### config.mk
export PLATFORM = sky130hd
export DESIGN_NAME = prime_field_modular_divider
export DESIGN_NICKNAME = d
export VERILOG_FILES = /design/src/design/pfmd_pkg.sv /design/src/design/pfmd_regs.sv /design/src/design/pfmd_datapath.sv /design/src/design/pfmd_ctrl.sv /design/src/design/prime_field_modular_divider.sv
export SDC_FILE = /design/constraint.sdc
export NUM_CORES = 1
export LEC_CHECK = 0
export ABC_CLOCK_PERIOD_IN_PS = 4200
export BUFFER_PORTS_ARGS = -buffer_cell sky130_fd_sc_hd__buf_2
export CORE_MARGIN = 2
export CORE_UTILIZATION = 56
export DETAILED_ROUTE_END_ITERATION = 8
export PLACE_DENSITY = 0.89
export RECOVER_POWER = 50
export SETUP_SLACK_MARGIN = 0.15
export SYNTH_ARGS = -nofsm -noshare
export SYNTH_HDL_FRONTEND = slang
export SYNTH_SLANG_ARGS = --single-unit
### constraint.sdc
create_clock -name clk -period 4.2 [get_ports clk]
set_input_delay 0.42 -clock clk [delete_from_list [all_inputs] [get_ports clk]]
set_output_delay 0.42 -clock clk [all_outputs]
set_load 0.03 [all_outputs]
### src/design/pfmd_pkg.sv
// Shared types and constants for the prime-field modular divider.
package pfmd_pkg;

  // Default width of the modulus and of every operand.
  localparam int unsigned MODULUS_BITS_DEF = 11;

  // Configuration data bus width.
  localparam int unsigned CFG_DATA_BITS = 32;

  // Configuration address width; the word index sits in the top bit.
  localparam int unsigned CFG_ADDR_BITS = 3;

  // Register word indexes.
  localparam logic REG_MODULUS = 1'b0;

  // Sequencer states.
  typedef enum logic {
    ST_IDLE,
    ST_SEARCH
  } state_t;

  // Commands from the controller to the datapath.
  typedef struct packed {
    logic load;
    logic step;
    logic capture;
  } cmd_t;

  // Status from the datapath to the controller.
  typedef struct packed {
    logic bad;
    logic found;
    logic last;
  } status_t;

endpackage

### src/design/pfmd_regs.sv
// Configuration register file holding the field modulus.
module pfmd_regs
  import pfmd_pkg::*;
#(
  parameter int unsigned MODULUS_BITS = MODULUS_BITS_DEF
) (
  input  logic                      clk,
  input  logic                      rst,
  input  logic                      psel,
  input  logic                      penable,
  input  logic                      pwrite,
  input  logic [CFG_ADDR_BITS-1:0]  paddr,
  input  logic [CFG_DATA_BITS-1:0]  pwdata,
  output logic [CFG_DATA_BITS-1:0]  prdata,
  output logic                      pready,
  output logic [MODULUS_BITS-1:0]   modulus
);

  logic wr_en;

  assign pready = 1'b1;
  assign wr_en  = psel && penable && pwrite && pready;

  always_ff @(posedge clk) begin
    if (rst) begin
      modulus <= MODULUS_BITS'(2);
    end else if (wr_en && (paddr[CFG_ADDR_BITS-1] == REG_MODULUS)) begin
      modulus <= pwdata[MODULUS_BITS-1:0];
    end
  end

  always_comb begin
    unique case (paddr[CFG_ADDR_BITS-1])
      REG_MODULUS: prdata = CFG_DATA_BITS'(modulus);
      default:     prdata = '0;
    endcase
  end

endmodule

### src/design/pfmd_datapath.sv
// Datapath: operand registers, the descending multiple search and the result register.
module pfmd_datapath
  import pfmd_pkg::*;
#(
  parameter int unsigned MODULUS_BITS = MODULUS_BITS_DEF
) (
  input  logic                    clk,
  input  logic                    rst,
  input  cmd_t                    cmd,
  output status_t                 status,
  input  logic [MODULUS_BITS-1:0] modulus,
  input  logic [MODULUS_BITS-1:0] dividend,
  input  logic [MODULUS_BITS-1:0] divisor,
  output logic [MODULUS_BITS-1:0] quotient,
  output logic                    error
);

  logic [MODULUS_BITS-1:0] c_op;
  logic [MODULUS_BITS-1:0] i_op;
  logic [MODULUS_BITS-1:0] p_op;
  logic [MODULUS_BITS-1:0] acc;
  logic [MODULUS_BITS-1:0] j;
  logic                    bad;

  logic                    bad_next;
  logic [MODULUS_BITS:0]   diff;
  logic [MODULUS_BITS:0]   wrap;
  logic [MODULUS_BITS-1:0] acc_next;

  assign bad_next = (divisor == '0) || (divisor >= modulus) || (dividend >= modulus);

  // acc holds i*j mod p; stepping j down by one subtracts i and wraps by p.
  assign diff     = {1'b0, acc} - {1'b0, i_op};
  assign wrap     = diff + {1'b0, p_op};
  assign acc_next = diff[MODULUS_BITS] ? wrap[MODULUS_BITS-1:0] : diff[MODULUS_BITS-1:0];

  always_ff @(posedge clk) begin
    if (cmd.load) begin
      c_op <= dividend;
      i_op <= divisor;
      p_op <= modulus;
      acc  <= modulus - divisor;
      j    <= modulus - MODULUS_BITS'(1);
      bad  <= bad_next;
    end else if (cmd.step) begin
      acc <= acc_next;
      j   <= j - MODULUS_BITS'(1);
    end
    if (cmd.capture) begin
      quotient <= (!bad && (acc == c_op)) ? j : '0;
      error    <= bad;
    end
  end

  assign status.bad   = bad;
  assign status.found = (acc == c_op);
  assign status.last  = (j == MODULUS_BITS'(1));

  a_step_index_nonzero: assert property (@(posedge clk) disable iff (rst)
    cmd.step |-> (j != '0))
    else $error("search stepped past j of one");

  a_acc_in_field: assert property (@(posedge clk) disable iff (rst)
    cmd.step |-> (acc < p_op))
    else $error("running product left the field");

endmodule

### src/design/pfmd_ctrl.sv
// Controller: sequences one division at a time and owns the result valid flag.
module pfmd_ctrl
  import pfmd_pkg::*;
(
  input  logic    clk,
  input  logic    rst,
  input  logic    in_valid,
  output logic    in_stall,
  output logic    out_valid,
  input  logic    out_stall,
  input  status_t status,
  output cmd_t    cmd
);

  state_t state;
  state_t state_next;
  logic   out_valid_next;
  logic   done;
  logic   room;

  assign done = status.bad || status.found || status.last;
  assign room = !out_valid || !out_stall;

  always_ff @(posedge clk) begin
    if (rst) begin
      state     <= ST_IDLE;
      out_valid <= 1'b0;
    end else begin
      state     <= state_next;
      out_valid <= out_valid_next;
    end
  end

  always_comb begin
    state_next = state;
    unique case (state)
      ST_IDLE: begin
        if (in_valid) state_next = ST_SEARCH;
      end
      ST_SEARCH: begin
        if (done && room) state_next = ST_IDLE;
      end
      default: state_next = ST_IDLE;
    endcase
  end

  always_comb begin
    cmd         = '0;
    in_stall    = 1'b1;
    unique case (state)
      ST_IDLE: begin
        in_stall = 1'b0;
        cmd.load = in_valid;
      end
      ST_SEARCH: begin
        cmd.step    = !done;
        cmd.capture = done && room;
      end
      default: begin
        in_stall = 1'b1;
      end
    endcase
  end

  always_comb begin
    if (cmd.capture) begin
      out_valid_next = 1'b1;
    end else if (out_valid && !out_stall) begin
      out_valid_next = 1'b0;
    end else begin
      out_valid_next = out_valid;
    end
  end

  a_capture_has_room: assert property (@(posedge clk) disable iff (rst)
    cmd.capture |-> (!out_valid || !out_stall))
    else $error("result written over an unread result");

  a_capture_sets_valid: assert property (@(posedge clk) disable iff (rst)
    cmd.capture |=> out_valid)
    else $error("captured result not presented");

  a_one_command: assert property (@(posedge clk) disable iff (rst)
    $countones({cmd.load, cmd.step, cmd.capture}) <= 1)
    else $error("controller issued overlapping commands");

endmodule

### src/design/prime_field_modular_divider.sv
// Top level of the prime-field modular divider.
//
// This block divides one element of GF(p) by another: for a dividend c and a
// nonzero divisor i, both below the modulus p, it returns the quotient j with
// (i * j) mod p equal to c, and error low. A zero divisor, or either operand at
// or above the modulus, gives quotient 0 with error high; a dividend of 0 gives
// quotient 0. The modulus is written through the configuration port at byte
// address 0 and resets to 2; it should be prime, and for a composite value the
// block still returns the largest j in 1..p-1 that matches, or 0 when none does.
// Internally the datapath keeps the running product i*j mod p and walks j down
// from p-1, one candidate per clock with a single subtract-and-wrap, stopping at
// the first match. Bad operands end the search at once, and with no match it
// runs down to j = 1; the result is then captured once the output register is
// free. One item is worked on at a time: in_stall is high from acceptance until
// the result is written to the output register. That register holds the result
// beat until it is taken, and the block accepts the next input beat while it
// waits.
module prime_field_modular_divider
  import pfmd_pkg::*;
#(
  parameter int unsigned MODULUS_BITS = MODULUS_BITS_DEF
) (
  input  logic                      clk,
  input  logic                      rst,
  // Configuration port.
  input  logic                      psel,
  input  logic                      penable,
  input  logic                      pwrite,
  input  logic [CFG_ADDR_BITS-1:0]  paddr,
  input  logic [CFG_DATA_BITS-1:0]  pwdata,
  output logic [CFG_DATA_BITS-1:0]  prdata,
  output logic                      pready,
  // Request channel.
  input  logic                      in_valid,
  output logic                      in_stall,
  input  logic [MODULUS_BITS-1:0]   dividend,
  input  logic [MODULUS_BITS-1:0]   divisor,
  // Result channel.
  output logic                      out_valid,
  input  logic                      out_stall,
  output logic [MODULUS_BITS-1:0]   quotient,
  output logic                      error
);

  logic [MODULUS_BITS-1:0] modulus;
  cmd_t                    cmd;
  status_t                 status;

  // The modulus register; the user must change it only while no request is in flight; the block does not check.
  pfmd_regs #(
    .MODULUS_BITS (MODULUS_BITS)
  ) u_regs (
    .clk     (clk),
    .rst     (rst),
    .psel    (psel),
    .penable (penable),
    .pwrite  (pwrite),
    .paddr   (paddr),
    .pwdata  (pwdata),
    .prdata  (prdata),
    .pready  (pready),
    .modulus (modulus)
  );

  // The controller loads a request, steps the search until it finds a match,
  // runs out of candidates or sees bad operands, then captures the result
  // once the output register is free.
  pfmd_ctrl u_ctrl (
    .clk       (clk),
    .rst       (rst),
    .in_valid  (in_valid),
    .in_stall  (in_stall),
    .out_valid (out_valid),
    .out_stall (out_stall),
    .status    (status),
    .cmd       (cmd)
  );

  // The datapath holds the operands, the running product and the candidate
  // quotient, and drives the result payload straight from its output register.
  pfmd_datapath #(
    .MODULUS_BITS (MODULUS_BITS)
  ) u_datapath (
    .clk      (clk),
    .rst      (rst),
    .cmd      (cmd),
    .status   (status),
    .modulus  (modulus),
    .dividend (dividend),
    .divisor  (divisor),
    .quotient (quotient),
    .error    (error)
  );

endmodule
# --- Yosys cells after proc, flatten, opt, wreduce, memory -nomap -nowiden ---
# Index checks and enable logic that the tools add are counted.
word_totals:
  register_bits: 81
  output_inout_bits: 47
  wordCells: 54
  inputBits: 64
classes:
  n_eq_ne: 2
  n_lt_le_gt_ge: 2
  n_mux: 14
  n_reduce_logical: 18
  bitwise: 2
  n_addsub: 5
ops:
  columns: ["op", "count"]
  rows:
  - ["$mux W11", 6]
  - ["$ge A11 B11 Y1", 2]
  - ["$sub A11 B1 Y11 const B", 2]
  - ["$sub A11 B11 Y12", 1]
  - ["$add A11 B11 Y11", 1]
  - ["$eq A11 B1 Y1 const B", 1]
  - ["$eq A11 B11 Y1", 1]
  - ["$logic_not A11 Y1", 1]
  - ["$sub A11 B11 Y11", 1]
  - ["$logic_and A1 B1 Y1", 6]
  - ["$mux W1", 6]
  - ["$logic_or A1 B1 Y1", 5]
  - ["$logic_not A1 Y1", 4]
  - ["$reduce_bool A2 Y1", 2]
  - ["$mux W2", 1]
  - ["$not A1 Y1", 2]
  - ["$pmux W1 S2", 1]

# --- Depth between registers and ports, before layout ---
logic_depth:
  word_depth: 7
  ltp_mapped: 16

# --- By module ---
# Synthesis repeated with hierarchy kept, for this count alone.
hier_totals:
  hier_cells: 535
  area_unflattened_um2: 5477.8
by_module_without_submodules:
  columns: ["mod", "area_each_um2", "instances", "seq_area_each_um2", "cells_per_inst"]
  rows:
  - ["pfmd_datapath", 4610.7, 1, 2042.0, 438]
  - ["pfmd_regs", 752.0, 1, 220.2, 84]
  - ["pfmd_ctrl", 115.1, 1, 40.0, 13]

# --- Worst setup path after synthesis ---
# OpenSTA, ideal clock, no wires.
synth_timing:
  path_type: "reg2reg"
  start: "reg u_datapath.acc[1]"
  end: "reg u_datapath.acc[10], data pin"
  stages_incl_launch_ff: 16
  n_path_buf: 0
  setup_slack_ns: 0.904
  arrival_ns: 3.021
  cell_sequence: "edfxtp_1 > ha_1 > nand2b_1 > nand2b_1 > a21oi_1 > o21ai_0 > a31oi_1 > xnor2_1 > ha_1 > a21oi_1 > o21ai_0 > nand2_2 > mux2_4 > o31ai_4 > xnor2_1 > a21oi_1"
synth_via:
  elab_chain_len: 5
synth_lines:
  columns: ["item", "line", "rtl"]
  rows:
  - ["start: declaration", "pfmd_datapath.sv:21", "logic [MODULUS_BITS-1:0] acc;"]
  - ["start signal: assignment", "pfmd_datapath.sv:42", "acc <= modulus - divisor;"]
  - ["start signal: assignment", "pfmd_datapath.sv:46", "acc <= acc_next;"]
  - ["$sub A11 B11 Y12 (*)", "pfmd_datapath.sv:33", "assign diff = {1'b0, acc} - {1'b0, i_op};"]
  - ["$add A11 B11 Y11", "pfmd_datapath.sv:34", "assign wrap = diff + {1'b0, p_op};"]
  - ["$mux W11 (*)", "pfmd_datapath.sv:35", "assign acc_next = diff[MODULUS_BITS] ? wrap[MODULUS_BITS-1:0] : diff[MODULUS_BITS-1:0];"]
  - ["$mux W11 (*)", "pfmd_datapath.sv:45", "end else if (cmd.step) begin"]
  - ["$mux W11 (*)", "pfmd_datapath.sv:38", "if (cmd.load) begin"]
# Mark *: on every way between the ends. The rest lies on a longest branch, timed or not. The select of a mux whose other input is x is not followed.
# A chain may end at the register's enable or synchronous reset.

# --- Final worst setup path ---
# Ends and elaborated chain as after synthesis.

==> insert_results.sql <==
INSERT INTO impl_metrics (metric_group, metric, value, unit) VALUES
('outcome', 'status', 'finished with violations', ''),
('outcome', 'failed_checks', 'max-capacitance violations, max-slew violations', ''),
('logic_synthesis', 'yosys.area_share.simple', '0.1433', ''),
('logic_synthesis', 'yosysUniqueCellTypes', '56', ''),
('sta', 'slew_headroom', '-0.3511', ''),
('placed_design', 'buffer_ports.inserted', '65', ''),
('sta', 'timing.final.hold_violations', '0', ''),
('final_layout', 'layout.cells.most_common', 'sky130_fd_sc_hd__edfxtp_1', ''),
('detailed_routing', 'wl_per_cell', '17.45', 'um'),
('critical_path', 'worst-setup-path-type', 'flip-flop to flip-flop', ''),
('sta', 'fmax', '266.7', 'MHz'),
('detailed_routing', 'totalWireLength', '12950', 'um'),
('logic_synthesis', 'synth-compound-area-share', '0.1352', ''),
('power', 'sequentialPowerShare', '0.299', ''),
('sta', 'grt_setup_unrepaired', 'false', ''),
('clock_tree', 'htree_levels', '3', ''),
('logic_synthesis', 'synth_cells', '543', ''),
('final_layout', 'antenna_cells', '0', ''),
('final_layout', 'area_growth', '9.725', '%'),
('min_path', 'hp-start', 'dividend[7]', ''),
('floorplan', 'die_width', '102.2', 'um'),
('critical_path', 'rr_worst_depth', '15', ''),
('power', 'internal_power', '2.219', 'mW'),
('logic_synthesis', 'synth_mux_area_frac', '0.02315', ''),
('placed_design', 'dp_hpwl', '9754', 'um'),
('floorplan', 'core.rowCount', '35', ''),
('floorplan', 'floorplan.die.height', '102.2', 'um'),
('detailed_routing', 'antenna_left', '0', ''),
('sta', 'finalSetupTns', '0', 'ns'),
('floorplan', 'io_pins', '111', ''),
('sta', 'timing.final.setup_violations', '0', ''),
('sta', 'holdWs', '0.2507', 'ns'),
('detailed_routing', 'vias_per_cell', '5.730', ''),
('min_path', 'path_class_of_the_lowest_slack_min_delay_path', 'input pin to flip-flop', ''),
('placed_design', 'placement.setup.worst_slack', '0.5183', 'ns'),
('logic_synthesis', 'yosys_most_used_dff', 'sky130_fd_sc_hd__edfxtp_1', ''),
('clock_tree', 'ctsLongestPathBuffers', '2', ''),
('logic_synthesis', 'synth_top_family_by_area', 'simple AND/OR/NAND/NOR gates', ''),
('floorplan', 'fp.coreArea', '9284', 'sq um'),
('critical_path', 'arrival', '3.82', 'ns'),
('sta', 'timing.final.crit_share', '0.8927', ''),
('clock_tree', 'cts_tree', 'built', ''),
('logic_synthesis', 'synth_edf_count', '68', ''),
('critical_path', 'reg2reg_to', 'u_datapath.acc[10]$_DFFE_PP_', ''),
('detailed_routing', 'vias', '4252', ''),
('floorplan', 'initial_utilization', '0.5821', ''),
('power', 'share_comb_of_total_power', '0.526', ''),
('critical_path', 'critical_path_peak_fanout', '4', ''),
('power', 'leak', '2.408', 'nW'),
('flow_run', 'max_cap_viol_count', '1', ''),
('logic_synthesis', 'synth-seq-cells', '81', ''),
('sta', 'setup_slack', '0.4507', 'ns'),
('logic_synthesis', 'synth_area_in_xor_xnor', '0.07942', ''),
('min_path', 'whs_endpoint', 'u_datapath.c_op[7]$_DFFE_PP_', ''),
('critical_path', 'startpoint_type', 'flip-flop', ''),
('global_routing', 'grt_first_pass_wirelength', '20660', 'um'),
('power', 'power.switching_fraction', '0.4110', ''),
('sta', 'drv_slew', '61', ''),
('detailed_routing', 'initialDrtViolationCount', '442', ''),
('logic_synthesis', 'ys_seq_area_frac', '0.4260', ''),
('clock_tree', 'clkSlewWorstSetupHoldPaths', '0.09', 'ns'),
('global_routing', 'antenna_found_initial', '0', ''),
('clock_tree', 'postCtsSetupBuffers', '0', ''),
('critical_path', 'worstSetupEndpointType', 'flip-flop', ''),
('clock_tree', 'clock_latency', '0.37', 'ns'),
('clock_tree', 'numClockSinks', '81', ''),
('power', 'pwr-share-clk', '0.175', ''),
('logic_synthesis', 'post_synth.cell_area_avg', '9.952', 'sq um'),
('min_path', 'worst_hold_path.num_cells', '1', ''),
('sta', 'skew', '0.01199', 'ns'),
('sta', 'tightest_pin_transition', '2.024', 'ns');
[worst max path at each step]
stage / from / to / depth (start not counted)
final: u_datapath.acc[1]$_DFFE_PP_ / u_datapath.acc[10]$_DFFE_PP_ / 15
after global placement: u_datapath.acc[1]$_DFFE_PP_ / u_datapath.acc[10]$_DFFE_PP_ / 15
after global routing: u_datapath.acc[1]$_DFFE_PP_ / u_datapath.acc[10]$_DFFE_PP_ / 15
after floorplan: u_datapath.acc[1]$_DFFE_PP_ / u_datapath.acc[10]$_DFFE_PP_ / 15
after CTS: u_datapath.acc[1]$_DFFE_PP_ / u_datapath.acc[10]$_DFFE_PP_ / 15
after detailed placement: u_datapath.acc[1]$_DFFE_PP_ / u_datapath.acc[10]$_DFFE_PP_ / 15
[sequential cells by signal, indices dropped and copies added, names as in the netlist]
signal / count
u_datapath.acc: 11
u_datapath.c_op: 11
u_datapath.i_op: 11
u_datapath.j: 11
u_datapath.p_op: 11
u_datapath.quotient: 11
u_regs.modulus: 11
u_ctrl.out_valid: 1
u_ctrl.state: 1
u_datapath.bad: 1
u_datapath.error: 1
[metal layers]
metal	wire [um]	track usage	up-vias	part of all wire
met4	461	0.1077	0	0.036
met1	5378	0.3590	1973	0.42
met2	6046	0.4175	211	0.47
met5	0	0	-	0
met3	1064	0.04720	45	0.082
li1	-	-	2023	-
[worst max-delay path, cell delays in order, from the launching register on]
cell,delay (ns)
sky130_fd_sc_hd__edfxtp_1,0.45
sky130_fd_sc_hd__ha_1,0.32
sky130_fd_sc_hd__nand2b_1,0.11
sky130_fd_sc_hd__nand2b_1,0.06
sky130_fd_sc_hd__a21oi_1,0.23
sky130_fd_sc_hd__o21ai_1,0.16
sky130_fd_sc_hd__a31oi_1,0.21
sky130_fd_sc_hd__xnor2_1,0.20
sky130_fd_sc_hd__ha_1,0.33
sky130_fd_sc_hd__a21oi_1,0.24
sky130_fd_sc_hd__o21ai_0,0.19
sky130_fd_sc_hd__nand2_2,0.15
sky130_fd_sc_hd__mux2_4,0.32
sky130_fd_sc_hd__o31ai_4,0.24
sky130_fd_sc_hd__xnor2_1,0.15
sky130_fd_sc_hd__a21oi_1,0.10
[cell usage after synthesis (2+ instances only)]
| cell type | count | area [sq um] |
|---|---|---|
| sky130_fd_sc_hd__clkbuf_1 | 7 | 26.28 |
| sky130_fd_sc_hd__o21ai_0 | 16 | 80.08 |
| sky130_fd_sc_hd__conb_1 | 2 | 7.510 |
| sky130_fd_sc_hd__a211oi_1 | 6 | 45.04 |
| sky130_fd_sc_hd__o21ai_1 | 8 | 40.04 |
| sky130_fd_sc_hd__nor3b_1 | 4 | 30.03 |
| sky130_fd_sc_hd__o21bai_1 | 2 | 15.01 |
| sky130_fd_sc_hd__a31oi_1 | 4 | 25.02 |
| sky130_fd_sc_hd__fa_1 | 3 | 60.06 |
| sky130_fd_sc_hd__nor3_1 | 8 | 40.04 |
| sky130_fd_sc_hd__nand2b_1 | 7 | 43.79 |
| sky130_fd_sc_hd__buf_6 | 2 | 22.52 |
| sky130_fd_sc_hd__and3_1 | 3 | 18.77 |
| sky130_fd_sc_hd__nand4b_1 | 2 | 17.52 |
| sky130_fd_sc_hd__nor2_1 | 48 | 180.2 |
| sky130_fd_sc_hd__nand3_1 | 9 | 45.04 |
| sky130_fd_sc_hd__o21a_1 | 5 | 37.54 |
| sky130_fd_sc_hd__nand2_1 | 46 | 172.7 |
| sky130_fd_sc_hd__xnor2_1 | 26 | 227.7 |
| sky130_fd_sc_hd__inv_1 | 44 | 165.2 |
| sky130_fd_sc_hd__xor2_1 | 23 | 201.4 |
| sky130_fd_sc_hd__a21oi_1 | 41 | 205.2 |
| sky130_fd_sc_hd__nand4_1 | 4 | 25.02 |
| sky130_fd_sc_hd__edfxtp_1 | 68 | 2042 |
| sky130_fd_sc_hd__ha_1 | 47 | 588.1 |
| sky130_fd_sc_hd__and2_1 | 11 | 68.82 |
| sky130_fd_sc_hd__o211ai_1 | 2 | 15.01 |
| sky130_fd_sc_hd__nor4_1 | 11 | 68.82 |
| sky130_fd_sc_hd__a211o_1 | 3 | 26.28 |
| sky130_fd_sc_hd__nor2b_1 | 4 | 25.02 |
| sky130_fd_sc_hd__dfxtp_1 | 13 | 260.3 |
| sky130_fd_sc_hd__a21o_1 | 8 | 60.06 |
| sky130_fd_sc_hd__buf_4 | 22 | 165.2 |
| sky130_fd_sc_hd__mux2i_1 | 11 | 110.1 |
| sky130_fd_sc_hd__a2111oi_2 | 2 | 30.03 |
[area by class of cell]
class,instances,area [sq um]
fill,758,3354
multi-input combinational,405,2790
sequential,81,2302
timing repair buffer,66,274.0
inverter,45,168.9
tap,129,161.4
clock buffer,9,123.9
clock inverter,7,108.9
[logic make-up after synthesis]
logic type / after synthesis
xor+xnor: 49
fa+ha+maj: 50
compound gates: 110
simple gates: 162
mux: 12
other cells: 2
buf+inv: 77
flops: 81
[stage by stage]
| stage | cell area (sq um) | utilization | std cells |
|---|---|---|---|
| floorplan | 5479 | - | 563 |
| global route | 5929 | 0.6387 | 742 |
| global placement | 5756 | 0.6199 | 726 |
| CTS | 5988 | 0.6450 | 742 |
| finish | 5929 | 0.6387 | 742 |
| detailed placement | 5756 | 0.6199 | 726 |
[power by group through the flow]
stage	logic [mW]	clock network, mW	registers (mW)
after floorplan	1.57	0	1.12
after global placement	1.77	0	1.13
after detailed placement	1.89	0	1.14
after CTS	1.94	0.663	1.12
after global routing	2.16	0.693	1.13
final	1.98	0.660	1.13
[timing repair]
action,CTS,global route
setup endpoints to repair,0,1
endpoints found under the hold margin,0,0
gates resized for setup,0,1
hold buffers,0,0
Note: power is estimated with default switching activity, not from simulation.
